==> src/design/ims_pkg.sv <==
// shared constants and types of the in-place merge sorter
// no dependencies
`default_nettype none

package ims_pkg;

   localparam int MAX_ELEMENTS = 64;
   localparam int VAL_W        = 32;
   localparam int IDX_W        = $clog2(MAX_ELEMENTS);
   localparam int CNT_W        = IDX_W + 1;
   localparam int SHIFT_W      = 11;

   // start command from the load control to the sort engine
   typedef struct packed {
      logic             start;
      logic [CNT_W-1:0] count;
   } ims_cmd_type;

   // status back from the sort engine
   typedef struct packed {
      logic               done;
      logic [SHIFT_W-1:0] shifts;
   } ims_stat_type;

   // one write and one read access to the element store
   typedef struct packed {
      logic             we;
      logic [IDX_W-1:0] waddr;
      logic [VAL_W-1:0] wdata;
      logic [IDX_W-1:0] raddr;
   } ims_ram_req_type;

endpackage

`default_nettype wire

==> src/design/in_place_merge_sorter_top.sv <==
// top level of the in-place merge sorter: load, sort and emit control
// depends on ims_pkg, ims_ram and ims_engine
//
// usage
//   req channel: one signed 32-bit value per transaction, req_last closes the set.
//   loading takes one transaction per cycle; req_ready is high only while loading.
//   up to MAX_ELEMENTS (64) values are kept; later ones are dropped and rsp_overflow
//   is set on every result of that set. the transaction with req_last still ends it.
//   after the last transaction the set is sorted in place in the element store by a
//   bottom-up merge that rotates out-of-place elements one single shift per cycle.
//   sort time is set by the single store port and the shared comparator and grows
//   with the number of compares, shifts and placements; a full, reversed set of 64
//   takes one shift per inversion.
//   rsp channel: one transaction per element, ascending, with its position; the final
//   one has rsp_end_of_run high and rsp_shift_count equal to the inversion count.
//   each result passes through the read, load and hold states; a stall holds the
//   result in the output register until rsp_ready is seen.
//   after the final result the block is ready for a new set the next cycle.
//   reset (synchronous) empties the set and returns to loading; store contents are
//   left as they are and only entries written in the current set are ever read.
`default_nettype none

module in_place_merge_sorter_top (
   input  wire logic                           clock,
   input  wire logic                           reset,
   input  wire logic                           req_valid,
   output logic                                req_ready,
   input  wire logic signed [ims_pkg::VAL_W-1:0] req_value,
   input  wire logic                           req_last,
   output logic                                rsp_valid,
   input  wire logic                           rsp_ready,
   output logic signed [ims_pkg::VAL_W-1:0]    rsp_sorted_value,
   output logic [ims_pkg::IDX_W-1:0]           rsp_position,
   output logic [ims_pkg::SHIFT_W-1:0]         rsp_shift_count,
   output logic                                rsp_overflow,
   output logic                                rsp_end_of_run
);

   typedef enum logic [2:0] {
      S_LOAD,
      S_SORT,
      S_EMIT_RD,
      S_EMIT_LD,
      S_EMIT_HOLD
   } state_type;

   state_type state_ff, state_in;

   logic [ims_pkg::CNT_W-1:0]   count_ff, count_in;   // elements in the set
   logic                        ovf_ff, ovf_in;       // dropped values in this set
   logic [ims_pkg::CNT_W-1:0]   pos_ff, pos_in;       // next position to emit
   logic [ims_pkg::SHIFT_W-1:0] total_ff, total_in;   // shift total of the sort

   // output register
   logic                        vld_ff, vld_in;
   logic [ims_pkg::VAL_W-1:0]   val_ff, val_in;
   logic [ims_pkg::IDX_W-1:0]   opos_ff, opos_in;
   logic [ims_pkg::SHIFT_W-1:0] ocnt_ff, ocnt_in;
   logic                        oovf_ff, oovf_in;
   logic                        oend_ff, oend_in;

   logic                      req_fire;
   logic                      has_room;
   logic                      is_end;
   ims_pkg::ims_cmd_type      eng_cmd;
   ims_pkg::ims_stat_type     eng_stat;
   ims_pkg::ims_ram_req_type  eng_ram;
   ims_pkg::ims_ram_req_type  ram_req;
   logic [ims_pkg::VAL_W-1:0] ram_rdata;

   assign req_ready = (state_ff == S_LOAD);
   assign req_fire  = req_valid && req_ready;
   assign has_room  = count_ff < ims_pkg::CNT_W'(ims_pkg::MAX_ELEMENTS);
   assign is_end    = (pos_ff + 1'b1) == count_ff;

   // sort starts on the closing transaction with the count including it when it is kept
   assign eng_cmd.start = req_fire && req_last;
   assign eng_cmd.count = has_room ? count_ff + 1'b1 : count_ff;

   ims_engine u_engine (
      .clock     (clock),
      .reset     (reset),
      .cmd       (eng_cmd),
      .stat      (eng_stat),
      .ram_req   (eng_ram),
      .ram_rdata (ram_rdata)
   );

   // store port: engine while sorting, load writes and emit reads otherwise
   always_comb begin
      if (state_ff == S_SORT) begin
         ram_req = eng_ram;
      end else begin
         ram_req.we    = req_fire && has_room;
         ram_req.waddr = count_ff[ims_pkg::IDX_W-1:0];
         ram_req.wdata = req_value;
         ram_req.raddr = pos_ff[ims_pkg::IDX_W-1:0];
      end
   end

   ims_ram #(
      .WIDTH (ims_pkg::VAL_W),
      .DEPTH (ims_pkg::MAX_ELEMENTS)
   ) u_store (
      .clock (clock),
      .we    (ram_req.we),
      .waddr (ram_req.waddr),
      .wdata (ram_req.wdata),
      .raddr (ram_req.raddr),
      .rdata (ram_rdata)
   );

   always_comb begin
      state_in = state_ff;
      count_in = count_ff;
      ovf_in   = ovf_ff;
      pos_in   = pos_ff;
      total_in = total_ff;
      vld_in   = vld_ff;
      val_in   = val_ff;
      opos_in  = opos_ff;
      ocnt_in  = ocnt_ff;
      oovf_in  = oovf_ff;
      oend_in  = oend_ff;

      unique case (state_ff)
         S_LOAD: begin
            if (req_fire) begin
               if (has_room) begin
                  count_in = count_ff + 1'b1;
               end else begin
                  ovf_in = 1'b1;
               end
               if (req_last) begin
                  state_in = S_SORT;
               end
            end
         end
         S_SORT: begin
            if (eng_stat.done) begin
               total_in = eng_stat.shifts;
               pos_in   = '0;
               state_in = S_EMIT_RD;
            end
         end
         S_EMIT_RD: begin
            // read address is pos_ff this cycle
            state_in = S_EMIT_LD;
         end
         S_EMIT_LD: begin
            vld_in   = 1'b1;
            val_in   = ram_rdata;
            opos_in  = pos_ff[ims_pkg::IDX_W-1:0];
            ocnt_in  = is_end ? total_ff : '0;
            oovf_in  = ovf_ff;
            oend_in  = is_end;
            state_in = S_EMIT_HOLD;
         end
         S_EMIT_HOLD: begin
            if (rsp_ready) begin
               vld_in = 1'b0;
               if (oend_ff) begin
                  // set done, back to loading
                  count_in = '0;
                  ovf_in   = 1'b0;
                  total_in = '0;
                  state_in = S_LOAD;
               end else begin
                  pos_in   = pos_ff + 1'b1;
                  state_in = S_EMIT_RD;
               end
            end
         end
         default: begin
            state_in = S_LOAD;
         end
      endcase
   end

   always_ff @(posedge clock) begin
      if (reset) begin
         state_ff <= S_LOAD;
         count_ff <= '0;
         ovf_ff   <= 1'b0;
         pos_ff   <= '0;
         total_ff <= '0;
         vld_ff   <= 1'b0;
      end else begin
         state_ff <= state_in;
         count_ff <= count_in;
         ovf_ff   <= ovf_in;
         pos_ff   <= pos_in;
         total_ff <= total_in;
         vld_ff   <= vld_in;
      end
      val_ff  <= val_in;
      opos_ff <= opos_in;
      ocnt_ff <= ocnt_in;
      oovf_ff <= oovf_in;
      oend_ff <= oend_in;
   end

   assign rsp_valid        = vld_ff;
   assign rsp_sorted_value = val_ff;
   assign rsp_position     = opos_ff;
   assign rsp_shift_count  = ocnt_ff;
   assign rsp_overflow     = oovf_ff;
   assign rsp_end_of_run   = oend_ff;

endmodule

`default_nettype wire

==> src/design/ims_ram.sv <==
// generic single-write single-read ram with registered read data
// no dependencies
`default_nettype none

module ims_ram #(
   parameter int WIDTH = 32,
   parameter int DEPTH = 64
) (
   input  wire logic                     clock,
   input  wire logic                     we,
   input  wire logic [$clog2(DEPTH)-1:0] waddr,
   input  wire logic [WIDTH-1:0]         wdata,
   input  wire logic [$clog2(DEPTH)-1:0] raddr,
   output logic      [WIDTH-1:0]         rdata
);

   logic [WIDTH-1:0] mem [DEPTH];
   logic [WIDTH-1:0] rdata_ff;

   always_ff @(posedge clock) begin
      if (we) begin
         mem[waddr] <= wdata;
      end
      rdata_ff <= mem[raddr];
   end

   assign rdata = rdata_ff;

endmodule

`default_nettype wire

==> src/design/ims_engine.sv <==
// bottom-up in-place merge sort sequencer around one shared signed comparator
// depends on ims_pkg; drives the element store through an ims_ram_req_type
`default_nettype none

module ims_engine (
   input  wire logic                         clock,
   input  wire logic                         reset,
   input  wire ims_pkg::ims_cmd_type         cmd,
   output ims_pkg::ims_stat_type             stat,
   output ims_pkg::ims_ram_req_type          ram_req,
   input  wire logic [ims_pkg::VAL_W-1:0]    ram_rdata
);

   typedef enum logic [3:0] {
      S_IDLE,
      S_SETUP,
      S_SKIP_A,
      S_SKIP_B,
      S_LOAD_A,
      S_LOAD_B,
      S_CMP,
      S_SHIFT,
      S_PLACE
   } state_type;

   state_type state_ff, state_in;

   logic [ims_pkg::CNT_W-1:0]   n_ff, n_in;
   logic [ims_pkg::CNT_W-1:0]   w_ff, w_in;
   logic [ims_pkg::CNT_W-1:0]   lo_ff, lo_in;
   logic [ims_pkg::CNT_W-1:0]   a_ff, a_in;
   logic [ims_pkg::CNT_W-1:0]   mid_ff, mid_in;
   logic [ims_pkg::CNT_W-1:0]   b_ff, b_in;
   logic [ims_pkg::CNT_W-1:0]   hi_ff, hi_in;
   logic [ims_pkg::CNT_W-1:0]   k_ff, k_in;
   logic [ims_pkg::VAL_W-1:0]   va_ff, va_in;
   logic [ims_pkg::VAL_W-1:0]   vb_ff, vb_in;
   logic [ims_pkg::SHIFT_W-1:0] shifts_ff, shifts_in;
   logic                        done_ff, done_in;

   // range arithmetic; the sums are one bit wider than the indexes
   logic [ims_pkg::CNT_W:0]   lo_w;
   logic [ims_pkg::CNT_W:0]   lo_2w;
   logic [ims_pkg::CNT_W:0]   hi_cand;
   logic [ims_pkg::CNT_W:0]   w_dbl;
   logic [ims_pkg::CNT_W-1:0] last_idx;
   logic [ims_pkg::CNT_W-1:0] hi_sel;

   // the shared comparator
   logic [ims_pkg::VAL_W-1:0] cmp_b;
   logic                      cmp_le;

   assign lo_w     = {1'b0, lo_ff} + {1'b0, w_ff};
   assign lo_2w    = lo_w + {1'b0, w_ff};
   assign hi_cand  = lo_2w - 1'b1;
   assign w_dbl    = {w_ff, 1'b0};
   assign last_idx = n_ff - 1'b1;
   assign hi_sel   = (hi_cand > {1'b0, last_idx}) ? last_idx : hi_cand[ims_pkg::CNT_W-1:0];

   assign cmp_b  = (state_ff == S_SKIP_B) ? ram_rdata : vb_ff;
   assign cmp_le = $signed(va_ff) <= $signed(cmp_b);

   always_comb begin
      state_in  = state_ff;
      n_in      = n_ff;
      w_in      = w_ff;
      lo_in     = lo_ff;
      a_in      = a_ff;
      mid_in    = mid_ff;
      b_in      = b_ff;
      hi_in     = hi_ff;
      k_in      = k_ff;
      va_in     = va_ff;
      vb_in     = vb_ff;
      shifts_in = shifts_ff;
      done_in   = 1'b0;
      ram_req.we    = 1'b0;
      ram_req.waddr = k_ff[ims_pkg::IDX_W-1:0];
      ram_req.wdata = ram_rdata;
      ram_req.raddr = a_ff[ims_pkg::IDX_W-1:0];

      unique case (state_ff)
         S_IDLE: begin
            if (cmd.start) begin
               n_in      = cmd.count;
               w_in      = ims_pkg::CNT_W'(1);
               lo_in     = '0;
               shifts_in = '0;
               if (cmd.count <= ims_pkg::CNT_W'(1)) begin
                  done_in = 1'b1;
               end else begin
                  state_in = S_SETUP;
               end
            end
         end
         S_SETUP: begin
            if (lo_w >= {1'b0, n_ff}) begin
               // pass finished
               if (w_dbl >= {1'b0, n_ff}) begin
                  done_in  = 1'b1;
                  state_in = S_IDLE;
               end else begin
                  w_in  = w_dbl[ims_pkg::CNT_W-1:0];
                  lo_in = '0;
               end
            end else begin
               a_in          = lo_ff;
               mid_in        = lo_w[ims_pkg::CNT_W-1:0] - 1'b1;
               b_in          = lo_w[ims_pkg::CNT_W-1:0];
               hi_in         = hi_sel;
               ram_req.raddr = lo_w[ims_pkg::IDX_W-1:0] - 1'b1;
               state_in      = S_SKIP_A;
            end
         end
         S_SKIP_A: begin
            va_in         = ram_rdata;
            ram_req.raddr = b_ff[ims_pkg::IDX_W-1:0];
            state_in      = S_SKIP_B;
         end
         S_SKIP_B: begin
            if (cmp_le) begin
               // halves already in order
               lo_in    = lo_2w[ims_pkg::CNT_W-1:0];
               state_in = S_SETUP;
            end else begin
               vb_in         = ram_rdata;
               ram_req.raddr = a_ff[ims_pkg::IDX_W-1:0];
               state_in      = S_LOAD_A;
            end
         end
         S_LOAD_A: begin
            va_in    = ram_rdata;
            state_in = S_CMP;
         end
         S_LOAD_B: begin
            vb_in    = ram_rdata;
            state_in = S_CMP;
         end
         S_CMP: begin
            if (cmp_le) begin
               if (a_ff >= mid_ff) begin
                  lo_in    = lo_2w[ims_pkg::CNT_W-1:0];
                  state_in = S_SETUP;
               end else begin
                  a_in          = a_ff + 1'b1;
                  ram_req.raddr = a_ff[ims_pkg::IDX_W-1:0] + 1'b1;
                  state_in      = S_LOAD_A;
               end
            end else begin
               // right element moves left: fetch its left neighbor first
               k_in          = b_ff;
               ram_req.raddr = b_ff[ims_pkg::IDX_W-1:0] - 1'b1;
               state_in      = S_SHIFT;
            end
         end
         S_SHIFT: begin
            ram_req.we    = 1'b1;
            ram_req.waddr = k_ff[ims_pkg::IDX_W-1:0];
            ram_req.wdata = ram_rdata;
            shifts_in     = shifts_ff + 1'b1;
            if (k_ff - 1'b1 == a_ff) begin
               state_in = S_PLACE;
            end else begin
               k_in          = k_ff - 1'b1;
               ram_req.raddr = k_ff[ims_pkg::IDX_W-1:0] - 2'd2;
            end
         end
         S_PLACE: begin
            ram_req.we    = 1'b1;
            ram_req.waddr = a_ff[ims_pkg::IDX_W-1:0];
            ram_req.wdata = vb_ff;
            a_in          = a_ff + 1'b1;
            mid_in        = mid_ff + 1'b1;
            b_in          = b_ff + 1'b1;
            // left value now sits one place right, va_ff still holds it
            if (b_ff >= hi_ff) begin
               lo_in    = lo_2w[ims_pkg::CNT_W-1:0];
               state_in = S_SETUP;
            end else begin
               ram_req.raddr = b_ff[ims_pkg::IDX_W-1:0] + 1'b1;
               state_in      = S_LOAD_B;
            end
         end
         default: begin
            state_in = S_IDLE;
         end
      endcase
   end

   always_ff @(posedge clock) begin
      if (reset) begin
         state_ff  <= S_IDLE;
         shifts_ff <= '0;
         done_ff   <= 1'b0;
      end else begin
         state_ff  <= state_in;
         shifts_ff <= shifts_in;
         done_ff   <= done_in;
      end
      n_ff   <= n_in;
      w_ff   <= w_in;
      lo_ff  <= lo_in;
      a_ff   <= a_in;
      mid_ff <= mid_in;
      b_ff   <= b_in;
      hi_ff  <= hi_in;
      k_ff   <= k_in;
      va_ff  <= va_in;
      vb_ff  <= vb_in;
   end

   assign stat.done   = done_ff;
   assign stat.shifts = shifts_ff;

endmodule

`default_nettype wire

==> config.mk <==
export PLATFORM = sky130hd
export DESIGN_NAME = in_place_merge_sorter_top
export DESIGN_NICKNAME = d
export VERILOG_FILES = /design/src/design/ims_pkg.sv /design/src/design/in_place_merge_sorter_top.sv /design/src/design/ims_ram.sv /design/src/design/ims_engine.sv
export SDC_FILE = /design/constraint.sdc
export NUM_CORES = 2
export LEC_CHECK = 0
export ABC_AREA = 1
export BUFFER_PORTS_ARGS = -buffer_cell sky130_fd_sc_hd__buf_2
export CORE_MARGIN = 5
export CORE_UTILIZATION = 60
export DETAILED_ROUTE_END_ITERATION = 8
export PLACE_DENSITY = 0.74
export RECOVER_POWER = 100
export SLEW_MARGIN = 30
export SYNTH_ARGS = -nofsm -noshare
export SYNTH_HDL_FRONTEND = slang
export SYNTH_SLANG_ARGS = --single-unit
==> constraint.sdc <==
create_clock -name clock -period 13.45 [get_ports clock]
set_input_delay 2.0175 -clock clock [delete_from_list [all_inputs] [get_ports clock]]
set_output_delay 2.0175 -clock clock [all_outputs]
set_load 0.05 [all_outputs]
-- Yosys cells after proc, flatten, opt, wreduce, memory -nomap -nowiden
Memory sizes are Yosys's and may differ from the RTL's. A register that Yosys moved wholly into a read port is not among the register bits.
Index checks and enable logic that the tools add are counted.
- flip-flop bits (word level): 217
- bits in latches: 0
- memory bits (writable): 2048
- memory bits (read-only): 0
- input bits: 37
- output and inout port bits: 53
- memories: 1
- add/subtract/negate cells: 17
- multiply operators: 0
- divide/modulo/power cells: 0
- $lt $le $gt $ge: 8
- equal/unequal tests: 36
- shift-type cells: 0
- mux-type cells: 80
- bitwise operators: 1
- reductions and logical operators: 33
- memories (name ; words ; bits a word ; rd ports ; clocked after Yosys merged registers in ; write ports ; line ; RTL):
    u_store.mem ; 64 ; 32 ; 1 ; 1 ; 1 ; ims_ram.sv:17 ; logic [WIDTH-1:0] mem [DEPTH];
- operator list (kind ; number):
    two-way mux 7 bit ; 25
    one-hot mux 7 bit (2 select lines) ; 6
    one-hot mux 39 bit (2 select lines) ; 1
    two-way mux 32 bit ; 2
    one-hot mux 32 bit (2 select lines) ; 1
    two-way mux 45 bit ; 1
    two-way mux 11 bit ; 4
    one-hot mux 11 bit (2 select lines) ; 2
    adder 7 x 1 -> 7 bit, second input constant ; 5
    one-hot mux 7 bit (5 select lines) ; 1
    <= comparator 32 bit ; 1
    one-hot mux 4 bit (8 select lines) ; 1
    two-way mux 6 bit ; 5
    one-hot mux 6 bit (5 select lines) ; 1
    AND reduction 4 bit ; 7
    two-way mux 3 bit ; 8
    != test 2 bit, second input constant ; 12
    one-hot mux 7 bit (3 select lines) ; 1
    subtractor 7 x 1 -> 7 bit, second input constant ; 3
    two-way mux 4 bit ; 5
    != test 2 x 1 -> 1 bit, second input constant ; 9
    == test 4 x 3 -> 1 bit, second input constant ; 4
    >= comparator 8 x 7 -> 1 bit ; 2
    nonzero test 2 bit ; 8
    34 further kinds ; 60

-- Logic depth before layout (Yosys ltp)
- depth in word-level cells: 8
- mapped depth: 35
- gate-level depth less buffers: 32

-- Hierarchy
From an unflattened synthesis, not the netlist that was laid out.
- cells, all modules: 8376
- area, all modules: 96025.8 sq um
- modules (own cells, without submodules) (module ; instances ; cells each ; area each (sq um) ; seq. area each (sq um)):
    ims_ram ; 1 ; 6770 ; 82740.6 ; 62139.6
    ims_engine ; 1 ; 1146 ; 9494.1 ; 3923.8
    in_place_merge_sorter_top ; 1 ; 460 ; 3791.1 ; 2132.0

-- Worst setup path before layout
No wires, ideal clock.
- path kind: register to register
- start: register state_ff[2]
- end: memory u_store.mem[0][10] (data pin)
- library setup time: 0.702 ns
- arrival: 3.905 ns
- slack: 8.843 ns
- cell stages (with the launch flop): 6
- buffers on the path: 2
- clock period less this slack: 4.607 ns
- cells stage by stage: dfxtp_1 -> nor3_1 -> clkbuf_1 -> clkbuf_1 -> o21ai_0 -> o21ai_0
- RTL lines (what ; line ; RTL):
    from (decl) ; in_place_merge_sorter_top.sv:47 ; state_type state_ff, state_in;
    from (signal assigned) ; in_place_merge_sorter_top.sv:189 ; state_ff <= state_in;
    to (decl) ; ims_ram.sv:17 ;

-- Worst setup path in the final report
- start: register u_engine.state_ff[2]
- end: register u_store.rdata_ff[13], in the netlist u_store.rdata[13] (read register of u_store.mem)
- cells in the longest elaborated chain, start to end: 6
- elaborated cells between the ends (all ways): 11
- classes of those cells: order compare: 1; eq/ne: 6; mux: 4
- RTL lines (what ; line ; RTL):
    from (decl) ; ims_engine.sv:26 ; state_type state_ff, state_in;
    from (signal assigned) ; ims_engine.sv:196 ; state_ff <= state_in;
    == test 4 x 2 -> 1 bit ; ims_engine.sv:60, ims_engine.sv:82 ;
    two-way mux 32 bit ; ims_engine.sv:60 ; assign cmp_b = (state_ff == S_SKIP_B) ? ram_rdata : vb_ff;
    <= comparator 32 bit ; ims_engine.sv:61 ; assign cmp_le = $signed(va_ff) <= $signed(cmp_b);
    two-way mux 6 bit ; ims_engine.sv:140 ; if (cmp_le) begin
    one-hot mux 6 bit (5 select lines) (*) ; ims_engine.sv:82 ; unique case (state_ff)
    two-way mux 45 bit (*) ; in_place_merge_sorter_top.sv:91 ; if (state_ff == S_SORT) begin
    to (decl) ; ims_ram.sv:18 ; logic [WIDTH-1:0] rdata_ff;
Mark *: on every way between the ends. The rest lies on a longest branch, timed or not.
A chain may end at the register's enable or synchronous reset.

==> results.yml <==
worst_setup_path:
  critPathLaunchType: "flip-flop"
  cp_max_fo: 183
  reg2reg_slack_ns: 3.97
  r2r_end: "u_store.rdata[13]"
  critPathKind: "reg -> reg"
  cp.arrival_ns: 10.22
  max_stage_delay_ns: 1.76
  timing.rr.start: "u_engine.state_ff[2]"
  cp-endpoint: "u_store.rdata[13]"
  cp_common_cell: "nand3_1"
  startpoint: "u_engine.state_ff[2]"
  cp-end-kind: "flip-flop"
  r2r_cells: 26
  cp_slowest_cell: "clkbuf_1"
  critPathRequiredTime_ns: 14.19
grt:
  grt.total_usage_pct: 32.87
  grt_pass1_wl_um: 443200
  grt.overflow.total: 0
  grt_max_degree: 197
  antenna_found_initial: 14
  grt_pass1_vias: 69740
layout:
  drive_gt1_share_pct: 5.469
  utilization_pct: 65.80
  stdcell_area_sq_um: 112900
  fin_nets: 9554
  area_growth_syn_to_layout_pct: 9.128
synth:
  netlist.area_leader.share_pct: 64.42
  synth-simple-area-share_pct: 23.11
  synth-edff-count: 2219
  synthXorXnorAreaFrac_pct: 0.4826
  ys_seq_elements: 2297
  syn_area_sq_um: 103400
  syn_avg_cell_area_sq_um: 10.85
  yosysTopAreaCell: "edfxtp_1"
  yosysSeqAreaShare_pct: 65.93
  synthMuxAreaShare_pct: 0
  synth_area_leaders: "edfxtp_1 64%, nand3_1 11%, nand3b_1 5.6%"
  yosys_warnings: 0
  synthFlopType: "edfxtp_1"
  synth_cell_types: 47
  yosysMostFrequentCell: "nand3_1"
  synth_common_cells: "2,230 x nand3_1, 2,219 x edfxtp_1, 1,518 x nand2_1"
  async_reset_ff_share_pct: 0
  synth_top_family_by_area: "simple AND/OR/NAND/NOR gates"
  synthCells: 9538
  synth_compound_area_share_pct: 1.669
  syn_nets: 9670
  synthAdderAreaFrac_pct: 1.164
floorplanning:
  ios: 90
  core_area_sq_um: 171500
  floorplan.initialDensity_pct: 60.30
  die_h_um: 425.2
  row_count: 152
  die_area_sq_um: 180800
  fp.dieW_um: 425.2
power:
  leakage_nw: 43.70
  vdd_drop_max_uv: 207.2
  powerDensity_nw_per_um2: 237.1
  seq_power_share_pct: 36.7
  switching_share_pct: 42.31
  p_int_mw: 15.44
  power_switching_mw: 11.32
  clkPwrFrac_pct: 23.0
  p_comb_share_pct: 40.3
placement:
  dp_hpwl_um: 163400
  gp_congestion: 0.9631
  placed_cell_area_sq_um: 106500
  port_buffers: 89
detailed_routing:
  drt_wl_total_um: 302800
  viasPerCell: 6.173
  via_count: 73650
  final_antenna_net_count: 0
  drt-initial-drc-count: 11540
  drt_first_pass_iters: 6
  wl_per_cell_um: 25.38
  route.detailed.drc: 0
sta:
  worstMarginPinSlew_ns: 3.995
  min_period_ns: 9.478
  clock-skew-final_ns: 0.04056
  period_share_pct: 70.47
  setup_tns_ns: 0
  drv_slew: 4323
  finalSetupViolations: 0
  relSlewSlack_pct: -166.3
  rsz0062_at_grt: "no"
  max_freq_mhz: 105.5
  hold_viol_final: 0
clocking:
  worstSkewPairLatency_ns: 0.89
  path_clk_slew_ns: 0.06
  cts_resized: 0
  clock_sinks: 2297
  cts_tree: "done"
  post-cts-setup-buffers: 0
  ctsHoldBuffers: 0
  cts_root_buf: "clkbuf_16"
  htreeDepth: 4
  cts-buffers-inserted: 222
  clk_path_buf_depth: 3
hold_path:
  hold_path_class: "reg -> reg"
  hold_depth: 0
run:
  max_cap_violations: 106
outcome:
  outcome: "complete, but fails checks"
  violations: "max-capacitance violations, max-slew violations"
-- per-stage QoR --
step                hold slack, ns  setup WS, ns  total power, mW  instances
floorplan                   0.4086         8.843            16.39       9538
CTS                         0.4547         5.980            26.40      11930
global placement            0.4326         6.081            20.11      11500
finish                      0.4569         3.972            26.76      11930
detailed placement          0.4284         6.053            20.34      11510
global route                0.4737         3.361            27.83      11930
-- layout by cell type (no fill, tap or decap), drive strengths merged, types with 93 or more instances in the layout --
cell,Yosys,layout
edfxtp,2219,2219
nand2,1521,1521
inv,1367,1377
o21ai,161,161
clkbuf,225,466
ha,93,93
nand3b,767,767
nand3,2233,2233
nor2,239,239
buf,374,96
-- per-layer routing --
| layer | wire [um] | up-vias | track usage [%] |
|---|---|---|---|
| met5 | 61 | - | 0 |
| met4 | 19400 | 10 | 17.98 |
| met3 | 37730 | 868 | 7.970 |
| li1 | - | 32550 | - |
| met1 | 109600 | 35390 | 43.84 |
| met2 | 136000 | 4830 | 50.19 |
-- layout make-up --
| cell class | instances | area, sq um |
|---|---|---|
| clock buffer | 303 | 6082 |
| inverter | 1367 | 5146 |
| clock inverter | 117 | 1050 |
| sequential | 2297 | 68200 |
| tap | 2310 | 2890 |
| timing repair buffer | 259 | 1415 |
| multi-input combinational | 5275 | 28100 |
| antenna | 2 | 5.005 |
| fill | 12760 | 58660 |
-- power groups by stage --
stage / registers, mW / clock network [mW] / logic [mW]
final: 9.81 / 6.15 / 10.8
after global routing: 9.82 / 6.50 / 11.5
after CTS: 9.61 / 6.18 / 10.6
after detailed placement: 9.76 / 0 / 10.6
after global placement: 9.75 / 0 / 10.4
after floorplan: 9.70 / 0 / 6.69
-- state kept, by name, summed over array words and instances, names as in the netlist, 11 cells and up --
signal and flops:
u_store.mem 2048, rsp_sorted_value 32, u_engine.va_ff 32, u_engine.vb_ff 32, u_store.rdata 32, rsp_shift_count 11
total_ff 11, u_engine.shifts_ff 11
-- critical path, delay by kind of cell, from the launching register on --
family / cells / cell delay (ns)
AND/OR/NAND/NOR: 19 / 3.63
AO/OA/AOI/OAI: 1 / 0.34
flip-flops: 1 / 0.33
adder cells (fa/ha/maj): 1 / 0.48
buffers and inverters: 5 / 4.23
-- worst min path at each step --
stage,from,slack [ns],to
finish,ovf_ff,0.46,rsp_overflow
global route,ovf_ff,0.47,rsp_overflow
CTS,ovf_ff,0.45,rsp_overflow
detailed placement,ovf_ff,0.43,rsp_overflow
global placement,ovf_ff,0.43,rsp_overflow
floorplan,ovf_ff,0.41,rsp_overflow
-- kinds of logic after synthesis --
family	count (synthesis)
XOR/XNOR	57
flip-flops	2297
AND/OR/NAND/NOR	4814
adder cells (fa/ha/maj)	95
AO/OA/AOI/OAI	309
buffers and inverters	1966
(Power assumes the default switching activity.)
